===== config.mk =====
export PLATFORM = sky130hd
export DESIGN_NAME = gbw_norm
export DESIGN_NICKNAME = d
export VERILOG_FILES = /design/src/rtl/core/gbw_pkg.sv /design/src/rtl/core/gbw_norm.sv
export SDC_FILE = /design/constraint.sdc
export NUM_CORES = 1
export LEC_CHECK = 0
export BUFFER_PORTS_ARGS = -buffer_cell sky130_fd_sc_hd__buf_2
export CAP_MARGIN = 25
export CORE_UTILIZATION = 55
export DETAILED_ROUTE_END_ITERATION = 8
export PLACE_DENSITY = 0.79
export SLEW_MARGIN = 20
export SYNTH_ARGS = -nofsm -noshare
export SYNTH_HDL_FRONTEND = slang
export SYNTH_SLANG_ARGS = --single-unit

===== constraint.sdc =====
create_clock -name i_clk -period 5.75 [get_ports i_clk]
set_input_delay 1.15 -clock i_clk [delete_from_list [all_inputs] [get_ports i_clk]]
set_output_delay 1.15 -clock i_clk [all_outputs]
set_load 0.005 [all_outputs]

===== src/rtl/core/gbw_pkg.sv =====
// ----------------------------------------------------------------------------
// gbw_pkg
// Shared types and constants of the 5x5 Gaussian blur window.
// ----------------------------------------------------------------------------
package gbw_pkg;

    localparam int PIX_W   = 8;
    localparam int CFG_W   = 11;
    localparam int ROW_W   = 11;
    localparam int BORDER  = 2;
    localparam int KSIZE   = 2 * BORDER + 1;
    localparam int LINES   = KSIZE - 1;
    localparam int MAX_HEIGHT = 1024;

    // weighted column sum: heaviest column is 107 * 255
    localparam int CSUM_W  = 15;
    // full window sum: at most 273 * 255
    localparam int SUM_W   = 17;

    // divide by 273 as multiply by ceil(2^26 / 273) then shift right by 26
    localparam int RECIP_W   = 18;
    localparam logic [RECIP_W-1:0] RECIP = 18'd245821;
    localparam int DIV_SHIFT = 26;
    localparam int PROD_W    = SUM_W + RECIP_W;
    localparam int QUOT_W    = PROD_W - DIV_SHIFT;

    localparam int CFG_IDX_W = 1;
    localparam logic [CFG_IDX_W-1:0] REG_IMAGE_WIDTH  = 1'd0;
    localparam logic [CFG_IDX_W-1:0] REG_IMAGE_HEIGHT = 1'd1;

    typedef logic [6:0] t_wgt;
    typedef logic [KSIZE-1:0][PIX_W-1:0] t_col;

    typedef struct packed {
        logic row_end;
        logic frame_end;
    } t_tag;

    localparam t_wgt KERNEL [KSIZE][KSIZE] = '{
        '{7'd1, 7'd4,  7'd7,  7'd4,  7'd1},
        '{7'd4, 7'd16, 7'd26, 7'd16, 7'd4},
        '{7'd7, 7'd26, 7'd41, 7'd26, 7'd7},
        '{7'd4, 7'd16, 7'd26, 7'd16, 7'd4},
        '{7'd1, 7'd4,  7'd7,  7'd4,  7'd1}
    };

endpackage


===== src/rtl/core/gbw_norm.sv =====
// ----------------------------------------------------------------------------
// gbw_norm
// Adds the five column sums, divides by 273 and clamps to 255.
// ----------------------------------------------------------------------------
module gbw_norm (
    input  logic                        i_clk,
    input  logic                        i_adv,
    input  logic [gbw_pkg::CSUM_W-1:0]  i_csum [gbw_pkg::KSIZE],
    output logic [gbw_pkg::PIX_W-1:0]   o_pixel
);
    import gbw_pkg::*;

    logic [SUM_W-1:0]  r_sum;
    logic [SUM_W-1:0]  n_sum;
    logic [PROD_W-1:0] r_prod;
    logic [QUOT_W-1:0] w_quot;

    always_comb begin
        n_sum = '0;
        for (int c = 0; c < KSIZE; c++) begin
            n_sum = n_sum + SUM_W'(i_csum[c]);
        end
    end

    always_ff @(posedge i_clk) begin
        if (i_adv) begin
            r_sum  <= n_sum;
            r_prod <= PROD_W'(r_sum) * PROD_W'(RECIP);
        end
    end

    assign w_quot  = r_prod[PROD_W-1:DIV_SHIFT];
    assign o_pixel = (w_quot > QUOT_W'(255)) ? PIX_W'(255) : w_quot[PIX_W-1:0];

endmodule

==> results.sh <==
export IMPL_synthFlopType="edfxtp_1"
export IMPL_final_cell_mix="inv_1 (167), ha_1 (147), fa_1 (106), buf_2 (84), buf_4 (34)"
export IMPL_portBuffers=84
export IMPL_status="finished, final reports clean"
export IMPL_dpl_cell_area_mm2=0.00753
export IMPL_r2r_slack_ns=0.08
export IMPL_maxSlewViolCount=0
export IMPL_clk_path_buf_depth=2
export IMPL_grt_pass1_wl_um=22600
export IMPL_drtIter0Drc=157
export IMPL_dpl_hpwl_um=12500
export IMPL_routedWlPerCell_um=15.5
export IMPL_maxCapViolCount=0
export IMPL_cts_sinks=26
export IMPL_crit_top_cell="fa_2"
export IMPL_drive_above_1_share=0.218
export IMPL_synth_cells=634
export IMPL_end_kind="flop"
export IMPL_final_common_cell="inv_1"
export IMPL_final_setup_skew_ns=0.00134
export IMPL_worst_path_buf_inv=4
export IMPL_cts_buffers=3
export IMPL_cp_start_kind="flop"
export IMPL_final_cells=899
export IMPL_antenna_found_initial=0
export IMPL_grt_pass1_vias=5162
export IMPL_fmax_mhz=176
export IMPL_clk_latency_ns=0.27
export IMPL_grt_max_degree=27
export IMPL_fin_crit_sh=0.986
export IMPL_crit_type="reg -> reg"
export IMPL_synthArstFlopShare=0
export IMPL_holdCritPathClass="in -> reg"
export IMPL_initial_core_util=0.575
export IMPL_netlist_area_mm2=0.00670
export IMPL_dpl_cell_count=892
export IMPL_tightest_slew_ns=0.626
export IMPL_ys_ff_latch=26
export IMPL_die_y_um=112
export IMPL_core_area_mm2=0.0117
export IMPL_die_w_um=112
export IMPL_stdcell_area_mm2=0.00782
export IMPL_fin_util=0.670
export IMPL_crit_fanout=3
export IMPL_cp_top_family="adder cells"
export IMPL_gr_usage_all_layers=0.227
export IMPL_boundaryPins=85
export IMPL_synthDistinctLibCells=43
export IMPL_grt_ovfl_total=0
export IMPL_routabilityCongestion=0.922
export IMPL_cts_tree="yes"
export IMPL_die_area_mm2=0.0126
export IMPL_arrival_ns=5.70
export IMPL_hold_buffers=0
export IMPL_vias_per_cell=5.35
export IMPL_fin_nets=1103
export IMPL_area_growth_pct=16.6
export IMPL_drc_errors=0
export IMPL_via_count=4809
export IMPL_antenna_left=0
export IMPL_required_ns=5.77
export IMPL_syn_nets=980
export IMPL_rows=39
export IMPL_worst_path_max_delay_cell="fa_1"
export IMPL_h_tree_depth=1
export IMPL_path_cells="fa_1 > fa_2 > fa_2 > inv_2 > fa_2 > fa_2 > fa_1 > inv_2 > ha_4 > a21oi_2 > nor2_1 > a2111oi_2 > buf_4 > o21ai_1 > a211oi_2 > buf_4 > o21bai_2 > a21oi_2 > xnor2_1"
export IMPL_drt_wl_total_um=14000
export IMPL_synth_warnings=0
export IMPL_n_antenna_cell=0
export IMPL_seq_area_frac_synth=0.116
export IMPL_avgSynthCellArea_um2=10.6
export IMPL_cp_slowest_stage_delay_ns=0.59
export IMPL_synth_edf_count=26
export IMPL_clk_pin_slew_ns=0.07
export IMPL_min_period_ns=5.67
export IMPL_hold_viol_final=0
export IMPL_rsz0062_at_grt="true"
export IMPL_firstDrtPassIters=4
export IMPL_cts_root_buf="clkbuf_16"
export IMPL_finalSetupViolations=0
export IMPL_relSlewSlack=0.583
[Yosys cell counts (all sizes together) (5+ instances only)]
cell type  instances  area (um2)
inv              172         646
ha               156        1950
fa               113        2260
a21oi             26         138
edfxtp            26         781
xnor2             17         149
nor2              15        56.3
nand2             13        48.8
o21ai             13        65.1
a21o              10        75.1
or2                9        56.3
nor3               6        30.0
a211oi             5        37.5
o21bai             5        37.5
xor2               5        43.8
[stage by stage]
stage          TNS [ns]  hold slack [ns]  setup WS [ns]
2_1_floorplan         0             1.07         0.0176
5_1_grt          -0.128             1.21        -0.0806
3_5_place_dp     -0.319             1.27         -0.169
6_report              0             1.18         0.0792
4_1_cts               0             1.18         0.0140
3_3_place_gp     -0.164             1.22         -0.134
[cell type report]
type / count / area [um2]
multi-input cells: 436 / 5460
fillers: 859 / 3840
flip-flops and latches: 26 / 781
repair buffers: 118 / 676
inverters: 172 / 646
well taps: 143 / 179
clock buffers: 3 / 75.1
clock inverters: 1 / 3.75
[cells by family after synthesis]
logic type      Yosys count  synth area share
fa+ha+maj               269             0.629
mux                       2           0.00299
flops                    26             0.116
xor+xnor                 22            0.0287
buf+inv                 172            0.0963
compound gates           79            0.0784
simple gates             64            0.0484
[path summary, 6_finish.rpt]
| check | endpoint | cells after the start | from |
|---|---|---|---|
| worst max-delay path | r_prod[34] | 19 | r_sum[15] |
| worst min register to register | r_prod[34] | 5 | r_sum[16] |
| worst max register to register | r_prod[34] | 19 | r_sum[15] |
| worst min-delay path | r_sum[0] | 2 | i_csum[60] |
[routing by layer]
metal  part of all wire  global-route usage  vias to the layer above
met4              0.018              0.0480                        0
met3              0.038              0.0194                       23
met1               0.41               0.277                     2381
met2               0.54               0.434                      115
li1                   -                   -                     2290
met5                  0                   0                        -
[worst reg2reg max path, cell delays in order (launching register included)]
cell,delay (ns)
edfxtp_1,0.47
fa_1,0.59
fa_2,0.48
fa_2,0.55
inv_2,0.04
fa_2,0.53
fa_2,0.44
fa_1,0.50
inv_2,0.05
ha_4,0.16
a21oi_2,0.12
nor2_1,0.06
a2111oi_2,0.38
buf_4,0.18
o21ai_1,0.08
a211oi_2,0.31
buf_4,0.18
o21bai_2,0.08
a21oi_2,0.15
xnor2_1,0.07
[timing repair]
action / CTS / global route
gates resized for setup: 4 / 31
buffers inserted: 0 / 3
setup endpoints to repair: 5 / 7
cloned: 0 / 0
pin swaps: 9 / 31
[sequential cells by signal (all words and copies together), names as in the netlist]
register / count
r_sum: 17
r_prod: 9
Power is left out: the tool's default activity adds up to more than one toggle a clock period on the data nets, which glitch-free logic cannot reach.
