$ cat src/rtl/core/gbw_pkg.sv
// ----------------------------------------------------------------------------
// gbw_pkg
// Shared types and constants of the 5x5 Gaussian blur window.
// ----------------------------------------------------------------------------
package gbw_pkg;

    localparam int PIX_W   = 8;
    localparam int CFG_W   = 11;
    localparam int ROW_W   = 11;
    localparam int BORDER  = 2;
    localparam int KSIZE   = 2 * BORDER + 1;
    localparam int LINES   = KSIZE - 1;
    localparam int MAX_HEIGHT = 1024;

    // weighted column sum: heaviest column is 107 * 255
    localparam int CSUM_W  = 15;
    // full window sum: at most 273 * 255
    localparam int SUM_W   = 17;

    // divide by 273 as multiply by ceil(2^26 / 273) then shift right by 26
    localparam int RECIP_W   = 18;
    localparam logic [RECIP_W-1:0] RECIP = 18'd245821;
    localparam int DIV_SHIFT = 26;
    localparam int PROD_W    = SUM_W + RECIP_W;
    localparam int QUOT_W    = PROD_W - DIV_SHIFT;

    localparam int CFG_IDX_W = 1;
    localparam logic [CFG_IDX_W-1:0] REG_IMAGE_WIDTH  = 1'd0;
    localparam logic [CFG_IDX_W-1:0] REG_IMAGE_HEIGHT = 1'd1;

    typedef logic [6:0] t_wgt;
    typedef logic [KSIZE-1:0][PIX_W-1:0] t_col;

    typedef struct packed {
        logic row_end;
        logic frame_end;
    } t_tag;

    localparam t_wgt KERNEL [KSIZE][KSIZE] = '{
        '{7'd1, 7'd4,  7'd7,  7'd4,  7'd1},
        '{7'd4, 7'd16, 7'd26, 7'd16, 7'd4},
        '{7'd7, 7'd26, 7'd41, 7'd26, 7'd7},
        '{7'd4, 7'd16, 7'd26, 7'd16, 7'd4},
        '{7'd1, 7'd4,  7'd7,  7'd4,  7'd1}
    };

endpackage

$ cat src/rtl/core/gbw_col_cell.sv
// ----------------------------------------------------------------------------
// gbw_col_cell
// One window column: holds five pixels, passes them on, registers the
// kernel-weighted column sum.
// ----------------------------------------------------------------------------
module gbw_col_cell #(
    parameter int COL = 0
) (
    input  logic                        i_clk,
    input  logic                        i_shift,
    input  logic                        i_adv,
    input  gbw_pkg::t_col               i_col,
    output gbw_pkg::t_col               o_col,
    output logic [gbw_pkg::CSUM_W-1:0]  o_csum
);
    import gbw_pkg::*;

    t_col              r_col;
    logic [CSUM_W-1:0] r_csum;
    logic [CSUM_W-1:0] n_csum;

    always_comb begin
        n_csum = '0;
        for (int r = 0; r < KSIZE; r++) begin
            n_csum = n_csum + CSUM_W'(r_col[r]) * CSUM_W'(KERNEL[r][COL]);
        end
    end

    always_ff @(posedge i_clk) begin
        if (i_shift) begin
            r_col <= i_col;
        end
        if (i_adv) begin
            r_csum <= n_csum;
        end
    end

    assign o_col  = r_col;
    assign o_csum = r_csum;

endmodule

$ cat config.mk
export PLATFORM = sky130hd
export DESIGN_NAME = gbw_col_cell
export DESIGN_NICKNAME = d
export VERILOG_FILES = /design/src/rtl/core/gbw_pkg.sv /design/src/rtl/core/gbw_col_cell.sv
export SDC_FILE = /design/constraint.sdc
export NUM_CORES = 1
export LEC_CHECK = 0
export ABC_AREA = 1
export BUFFER_PORTS_ARGS = -buffer_cell sky130_fd_sc_hd__buf_4
export CAP_MARGIN = 20
export CORE_MARGIN = 2
export CORE_UTILIZATION = 52
export DETAILED_ROUTE_END_ITERATION = 10
export GPL_TIMING_DRIVEN = 0
export HOLD_SLACK_MARGIN = 0.06
export PLACE_DENSITY = 0.81
export SYNTH_ARGS = -nofsm -noshare
export SYNTH_HDL_FRONTEND = slang
export SYNTH_SLANG_ARGS = --single-unit
$ cat constraint.sdc
create_clock -name i_clk -period 4.25 [get_ports i_clk]
set_input_delay 0.425 -clock i_clk [delete_from_list [all_inputs] [get_ports i_clk]]
set_output_delay 0.425 -clock i_clk [all_outputs]
set_load 0.02 [all_outputs]
==> flow_metrics.py, run 1 <==
metrics = {
    "logic_synthesis": {
        "syn_area_um2": 3170,
        "ys_top_cells_by_area": "edfxtp_1 (50%), fa_1 (23%), inv_1 (9.4%)",
        "synth-seq-cells": 53,
        "avgSynthCellArea_um2": 12.8,
        "ys_seq_area_share_pct": 50.2,
        "yosys_warnings": 0,
        "postSynthCellCount": 248,
        "synth_cell_type_count": 18,
        "yosysTopAreaCellShare_pct": 50.2,
        "yosys.area.top_type": "edfxtp_1",
    },
    "die": {
        "fp.dieH_um": 82.1,
        "start_util_pct": 53.5,
        "core_um2": 5920,
        "dieWidth_um": 82.1,
        "ios": 98,
        "placementRows": 28,
        "dieArea_um2": 6730,
    },
    "clock_network": {
        "cts_buffer_depth": 2,
        "path_clk_slew_ns": 0.10,
        "clkLatencyLatePin_ns": 0.31,
        "cts-buffers-inserted": 5,
        "cts_max_level": 2,
        "cts.sinks": 53,
        "cts_tree": "done",
        "cts-root-buf": "clkbuf_8",
    },
    "grt": {
        "antenna_found_initial": 0,
        "grt_first_pass_wirelength_um": 8260,
        "grt_pass1_vias": 1937,
        "grtUsageTotal_pct": 16.6,
        "grt_max_degree": 41,
        "grt_overflow_total": 0,
    },
    "pwr": {
        "irDropWorstVdd_mv": 0.495,
        "p_leak_nw": 2.07,
        "p_per_area_nw_per_um2": 674,
    },
    "drt": {
        "wire_per_inst_um": 12.5,
        "totalWireLength_um": 5380,
        "drcViolationCount": 0,
        "drt_iter0_markers": 33,
        "via_count": 1944,
        "ant_nets": 0,
        "via_per_inst": 4.51,
        "firstDrtPassIters": 4,
    },
    "finish": {
        "regArea_um2": 1590,
        "multi_input_area_um2": 1270,
        "synthToLayoutAreaGrowth_pct": 29.3,
        "n_antenna_cell": 0,
        "nFillCells": 431,
        "drive_above_1_share_pct": 32.0,
        "fin_util_pct": 69.2,
        "final_cell_mix": "buf_4 (101), inv_1 (78), edfxtp_1 (53)",
        "layout.nets": 457,
        "layout_commonest_cell": "buf_4",
        "final_area_um2": 4100,
    },
    "sta": {
        "drv_slew": 0,
        "setup_viol": 0,
        "final.min_clock_period_ns": 3.99,
        "tns_ns": 0,
        "min_period_over_period_pct": 94.0,
        "skew_ns": 0.00777,
        "fmax_mhz": 250,
        "rsz0062_at_grt": "no",
        "finalHoldViolCount": 0,
    },
    "worst_setup_path": {
        "cp-startpoint": "o_col[17]",
        "critical_path.max_fanout": 4,
        "timing.rr.start": "o_col[17]",
        "crit_arrival_ns": 4.06,
        "worstSetupStartpointType": "flip-flop",
        "required_ns": 4.32,
        "crit_type": "reg2reg",
        "cp-end-kind": "flip-flop",
    },
    "place": {
        "dp_hpwl_um": 4340,
        "gp_congestion": 0.760,
        "port_buffers": 95,
        "dpl_cell_area_um2": 3980,
    },
    "job": {
        "cap_violations": 0,
    },
    "run_status": {
        "status": "completed",
    },
    "hold_path": {
        "hold_class": "in2reg",
        "hold_path_startpoint": "i_col[0]",
    },
}
[registers in the layout, summed over array words and instances, names as in the netlist]
register	cells
o_col	40
o_csum	13
[critical path: stages (launching register included)]
cell and delay (ns):
edfxtp_1 0.43, inv_1 0.09, fa_1 0.54, inv_1 0.06, fa_1 0.50, fa_1 0.54
inv_1 0.05, fa_1 0.49, inv_1 0.04, ha_1 0.23, fa_2 0.36, nand2_1 0.09
nand2_2 0.07, nand3_1 0.11, nand2_1 0.06, nand2_1 0.05, nand2_1 0.05
[through the flow]
step           power, mW  setup WS (ns)  hold slack, ns  instances
2_1_floorplan       2.08          0.239           0.524        249
3_5_place_dp        2.49          0.149           0.604        419
6_report            2.76          0.255           0.286        431
4_1_cts             2.77          0.113           0.280        427
5_1_grt             3.09         0.0135           0.272        431
3_3_place_gp        2.43          0.217           0.603        419
[cells by family (layout without fill, tap and decap cells)]
| group | count (synthesis) | in the layout | share of synthesized area (%) |
|---|---|---|---|
| and+or+nand+nor | 48 | 48 | 6.44 |
| adders and majority gates | 59 | 59 | 31.8 |
| other | 1 | 2 | 0.118 |
| AOI/OAI and AO/OA | 3 | 3 | 0.711 |
| buffers and inverters | 81 | 188 | 9.83 |
| DFF | 53 | 53 | 50.2 |
| xor gates and xnor gates | 3 | 3 | 0.830 |
[routing by layer]
layer  vias to the layer above  track usage [%]  routed length [µm]
li1                        965                -                   -
met1                       912             20.0                2140
met2                        62             28.5                2820
met3                         5             4.62                 349
met4                         0             6.00                  74
met5                         -                0                   0
[area by class of cell]
class	count	share of cell area, %
well taps	75	2.29
inverters	79	7.24
multi-input cells	115	31.0
plain buffers	2	0.366
flip-flops and latches	53	38.8
clock inverters	3	0.427
repair buffers	99	18.1
clock buffers	5	1.68
[report_power, final]
group	internal [mW]	switching [mW]
Clock	0.114	0.163
Combinational	0.702	0.982
Sequential	0.764	0.0353
Total	1.58	1.18
[Yosys cell counts, drive strengths merged]
| master | n |
|---|---|
| a21oi | 3 |
| buf | 2 |
| conb | 1 |
| edfxtp | 53 |
| fa | 36 |
| ha | 23 |
| inv | 79 |
| nand2 | 34 |
| nand3 | 7 |
| nand3b | 1 |
| nor2 | 4 |
| nor3 | 1 |
| or2 | 1 |
| xnor2 | 1 |
| xor2 | 2 |
[worst paths after layout]
check	endpoint	slack, ns	cells after the start
max	o_csum[11]	0.26	16
min	o_col[0]	0.29	1
max reg2reg	o_csum[11]	0.26	16
min reg2reg	o_csum[2]	0.68	1
[what timing repair did]
action | in CTS | in global routing
gates resized for setup | 0 | 2
hold buffers | 0 | 0
buffers inserted | 0 | 4
endpoints found under the setup margin | 0 | 2
No activity file was read; power rests on OpenSTA's default activity.
==> run 2: changes to the inputs <==
--- a/config.mk
+++ b/config.mk
@@ -14,6 +14,7 @@
 export GPL_TIMING_DRIVEN = 0
 export HOLD_SLACK_MARGIN = 0.06
 export PLACE_DENSITY = 0.81
+export RECOVER_POWER = 50
 export SYNTH_ARGS = -nofsm -noshare
 export SYNTH_HDL_FRONTEND = slang
 export SYNTH_SLANG_ARGS = --single-unit
==> run 2 against run 1 <==
Compared with the run above:
- clock-buffer cell count unchanged
- register-to-register slack is essentially flat
- combinational power about the same
- the run now ends with max-capacitance violations, max-slew violations left
- final cell count stayed put
- hold slack better by 0.021 ns
- total power is essentially flat
- global-route usage is the same
- critical path depth unchanged
- final area shrank 0.18%
- sequential power barely moved
- largest power group unchanged
- sequential share of layout area increased by 0.071 points
==> flow_metrics.py, run 2 (synthesized netlist as in run 1, its figures left out) <==
metrics = {
    "clock_network": {
        "cts_buffer_depth": 2,
        "cts-buffers-inserted": 5,
        "path_clk_slew_ns": 0.10,
        "clkLatencyLatePin_ns": 0.31,
        "cts-root-buf": "clkbuf_8",
        "cts_max_level": 2,
        "cts_tree": "done",
        "cts.sinks": 53,
    },
    "sta": {
        "hold_ws_ns": 0.308,
        "setup_viol": 0,
        "finalHoldViolCount": 0,
        "skew_ns": 0.00870,
        "relSlewSlack_pct": -37.7,
        "drv_slew": 41,
        "final.min_clock_period_ns": 3.99,
        "tightestPinTransition_ns": 2.07,
        "min_period_over_period_pct": 94.0,
        "fmax_mhz": 250,
        "tns_ns": 0,
        "rsz0062_at_grt": "no",
    },
    "worst_setup_path": {
        "r2r_slack_ns": 0.26,
        "critPathMaxStageDelay_ns": 0.54,
        "crit_type": "reg2reg",
        "cp-end-kind": "flip-flop",
        "crit_arrival_ns": 4.06,
        "required_ns": 4.32,
        "critical_path.max_fanout": 4,
        "cpMaxStageDelayCell": "fa_1",
        "crit_family": "adder cells",
        "crit_chain": "inv_1 -> fa_1 -> inv_1 -> fa_1 -> fa_1 -> inv_1 -> fa_1 -> inv_1 -> ha_1 -> fa_2 -> nand2_1 -> nand2_2 -> nand3_1 -> nand2_1 -> nand2_1 -> nand2_1",
        "worstSetupStartpointType": "flip-flop",
        "path_buf_inv": 4,
    },
    "finish": {
        "largest_register_ff_count": 40,
        "nFillCells": 434,
        "synthToLayoutAreaGrowth_pct": 29.1,
        "drive_above_1_share_pct": 31.5,
        "layout.nets": 457,
        "final_cell_mix": "inv_1 (78), buf_4 (59), edfxtp_1 (53)",
        "layout_commonest_cell": "inv_1",
        "n_antenna_cell": 0,
    },
    "drt": {
        "wl_met1_um": 2130,
        "totalWireLength_um": 5340,
        "ant_nets": 0,
        "wire_per_inst_um": 12.4,
        "drt_iter0_markers": 29,
        "via_count": 1937,
        "highest_layer": "met4",
        "via_per_inst": 4.49,
        "firstDrtPassIters": 4,
        "drcViolationCount": 0,
        "route.met3.wl_um": 351,
        "met2_wirelength_um": 2780,
    },
    "die": {
        "placementRows": 28,
        "dieArea_um2": 6730,
        "ios": 98,
        "dieWidth_um": 82.1,
        "start_util_pct": 53.5,
        "fp.dieH_um": 82.1,
        "core_um2": 5920,
    },
    "pwr": {
        "switching_share_pct": 42.8,
        "p_per_area_nw_per_um2": 674,
        "irDropWorstVdd_mv": 0.496,
        "p_leak_nw": 2.05,
        "power_switching_mw": 1.18,
        "comb_power_share_pct": 60.9,
        "seqPwrFrac_pct": 29.0,
        "p_int_mw": 1.58,
        "power_frac_clock_pct": 10.1,
    },
    "hold_path": {
        "hold_class": "in2reg",
    },
    "grt": {
        "grt_max_degree": 41,
        "antenna_found_initial": 0,
        "grt_overflow_total": 0,
        "grtUsageTotal_pct": 16.6,
        "grt_pass1_vias": 1937,
        "grt_first_pass_wirelength_um": 8260,
    },
    "place": {
        "dp_hpwl_um": 4340,
        "port_buffers": 95,
        "gp_congestion": 0.760,
    },
    "run_status": {
        "status": "finished, violations left",
        "violations": "max-capacitance violations, max-slew violations",
    },
    "job": {
        "cap_violations": 1,
    },
}
-- run 2: cell types whose count changed in the layout (fill, tap and decap cells not counted), sizes merged --
cell,delta
buf,-42
clkbuf,+42
-- run 2: power groups by stage --
stage / combinational (mW) / clock (mW) / sequential (mW)
detailed placement: 1.67 / 0 / 0.813
global placement: 1.62 / 0 / 0.809
finish: 1.68 / 0.278 / 0.800
global route: 1.98 / 0.304 / 0.810
CTS: 1.68 / 0.285 / 0.801
floorplan: 1.15 / 0 / 0.927
-- run 2: what timing repair did --
action,4_1_cts,5_1_grt
setup buffers,0,4
endpoints found under the setup margin,0,2
gates resized for setup,0,2
hold buffers,0,0
-- run 2: final timing paths --
path | cells past startpoint | startpoint | endpoint
worst max-delay path | 16 | o_col[17] | o_csum[11]
worst min-delay path | 1 | i_col[0] | o_col[0]
worst max register to register | 16 | o_col[17] | o_csum[11]
worst min register to register | 1 | o_col[34] | o_csum[2]
-- run 2: cell type report --
cell class	instances	area, µm²	area share (%)
inverters	79	297	7.25
well taps	75	93.8	2.29
clock buffers	5	68.8	1.68
clock inverters	3	17.5	0.428
flip-flops and latches	53	1590	38.9
multi-input cells	115	1270	31.1
repair buffers	99	736	18.0
plain buffers	2	15.0	0.367
-- run 2: routing by layer --
layer	global-route usage, %	vias up
li1	-	964
met4	6.00	0
met5	0	-
met2	28.5	60
met3	4.62	5
met1	20.0	908
-- run 2: stage by stage --
step	cells	cell area [µm²]	utilization [%]	total power, mW	setup WS [ns]
finish	431	4090	69.1	2.76	0.257
global route	431	4090	69.1	3.09	0.0135
CTS	427	4070	68.7	2.77	0.113
global placement	419	3980	67.2	2.43	0.217
detailed placement	419	3980	67.2	2.49	0.149
floorplan	249	3170	-	2.08	0.239
-- run 2: worst reg2reg max path: stages, from the launching register on --
cell      delay, ns
edfxtp_1       0.42
inv_1          0.09
fa_1           0.54
inv_1          0.06
fa_1           0.50
fa_1           0.54
inv_1          0.05
fa_1           0.49
inv_1          0.04
ha_1           0.23
fa_2           0.36
nand2_1        0.09
nand2_2        0.07
nand3_1        0.11
nand2_1        0.06
nand2_1        0.05
nand2_1        0.05
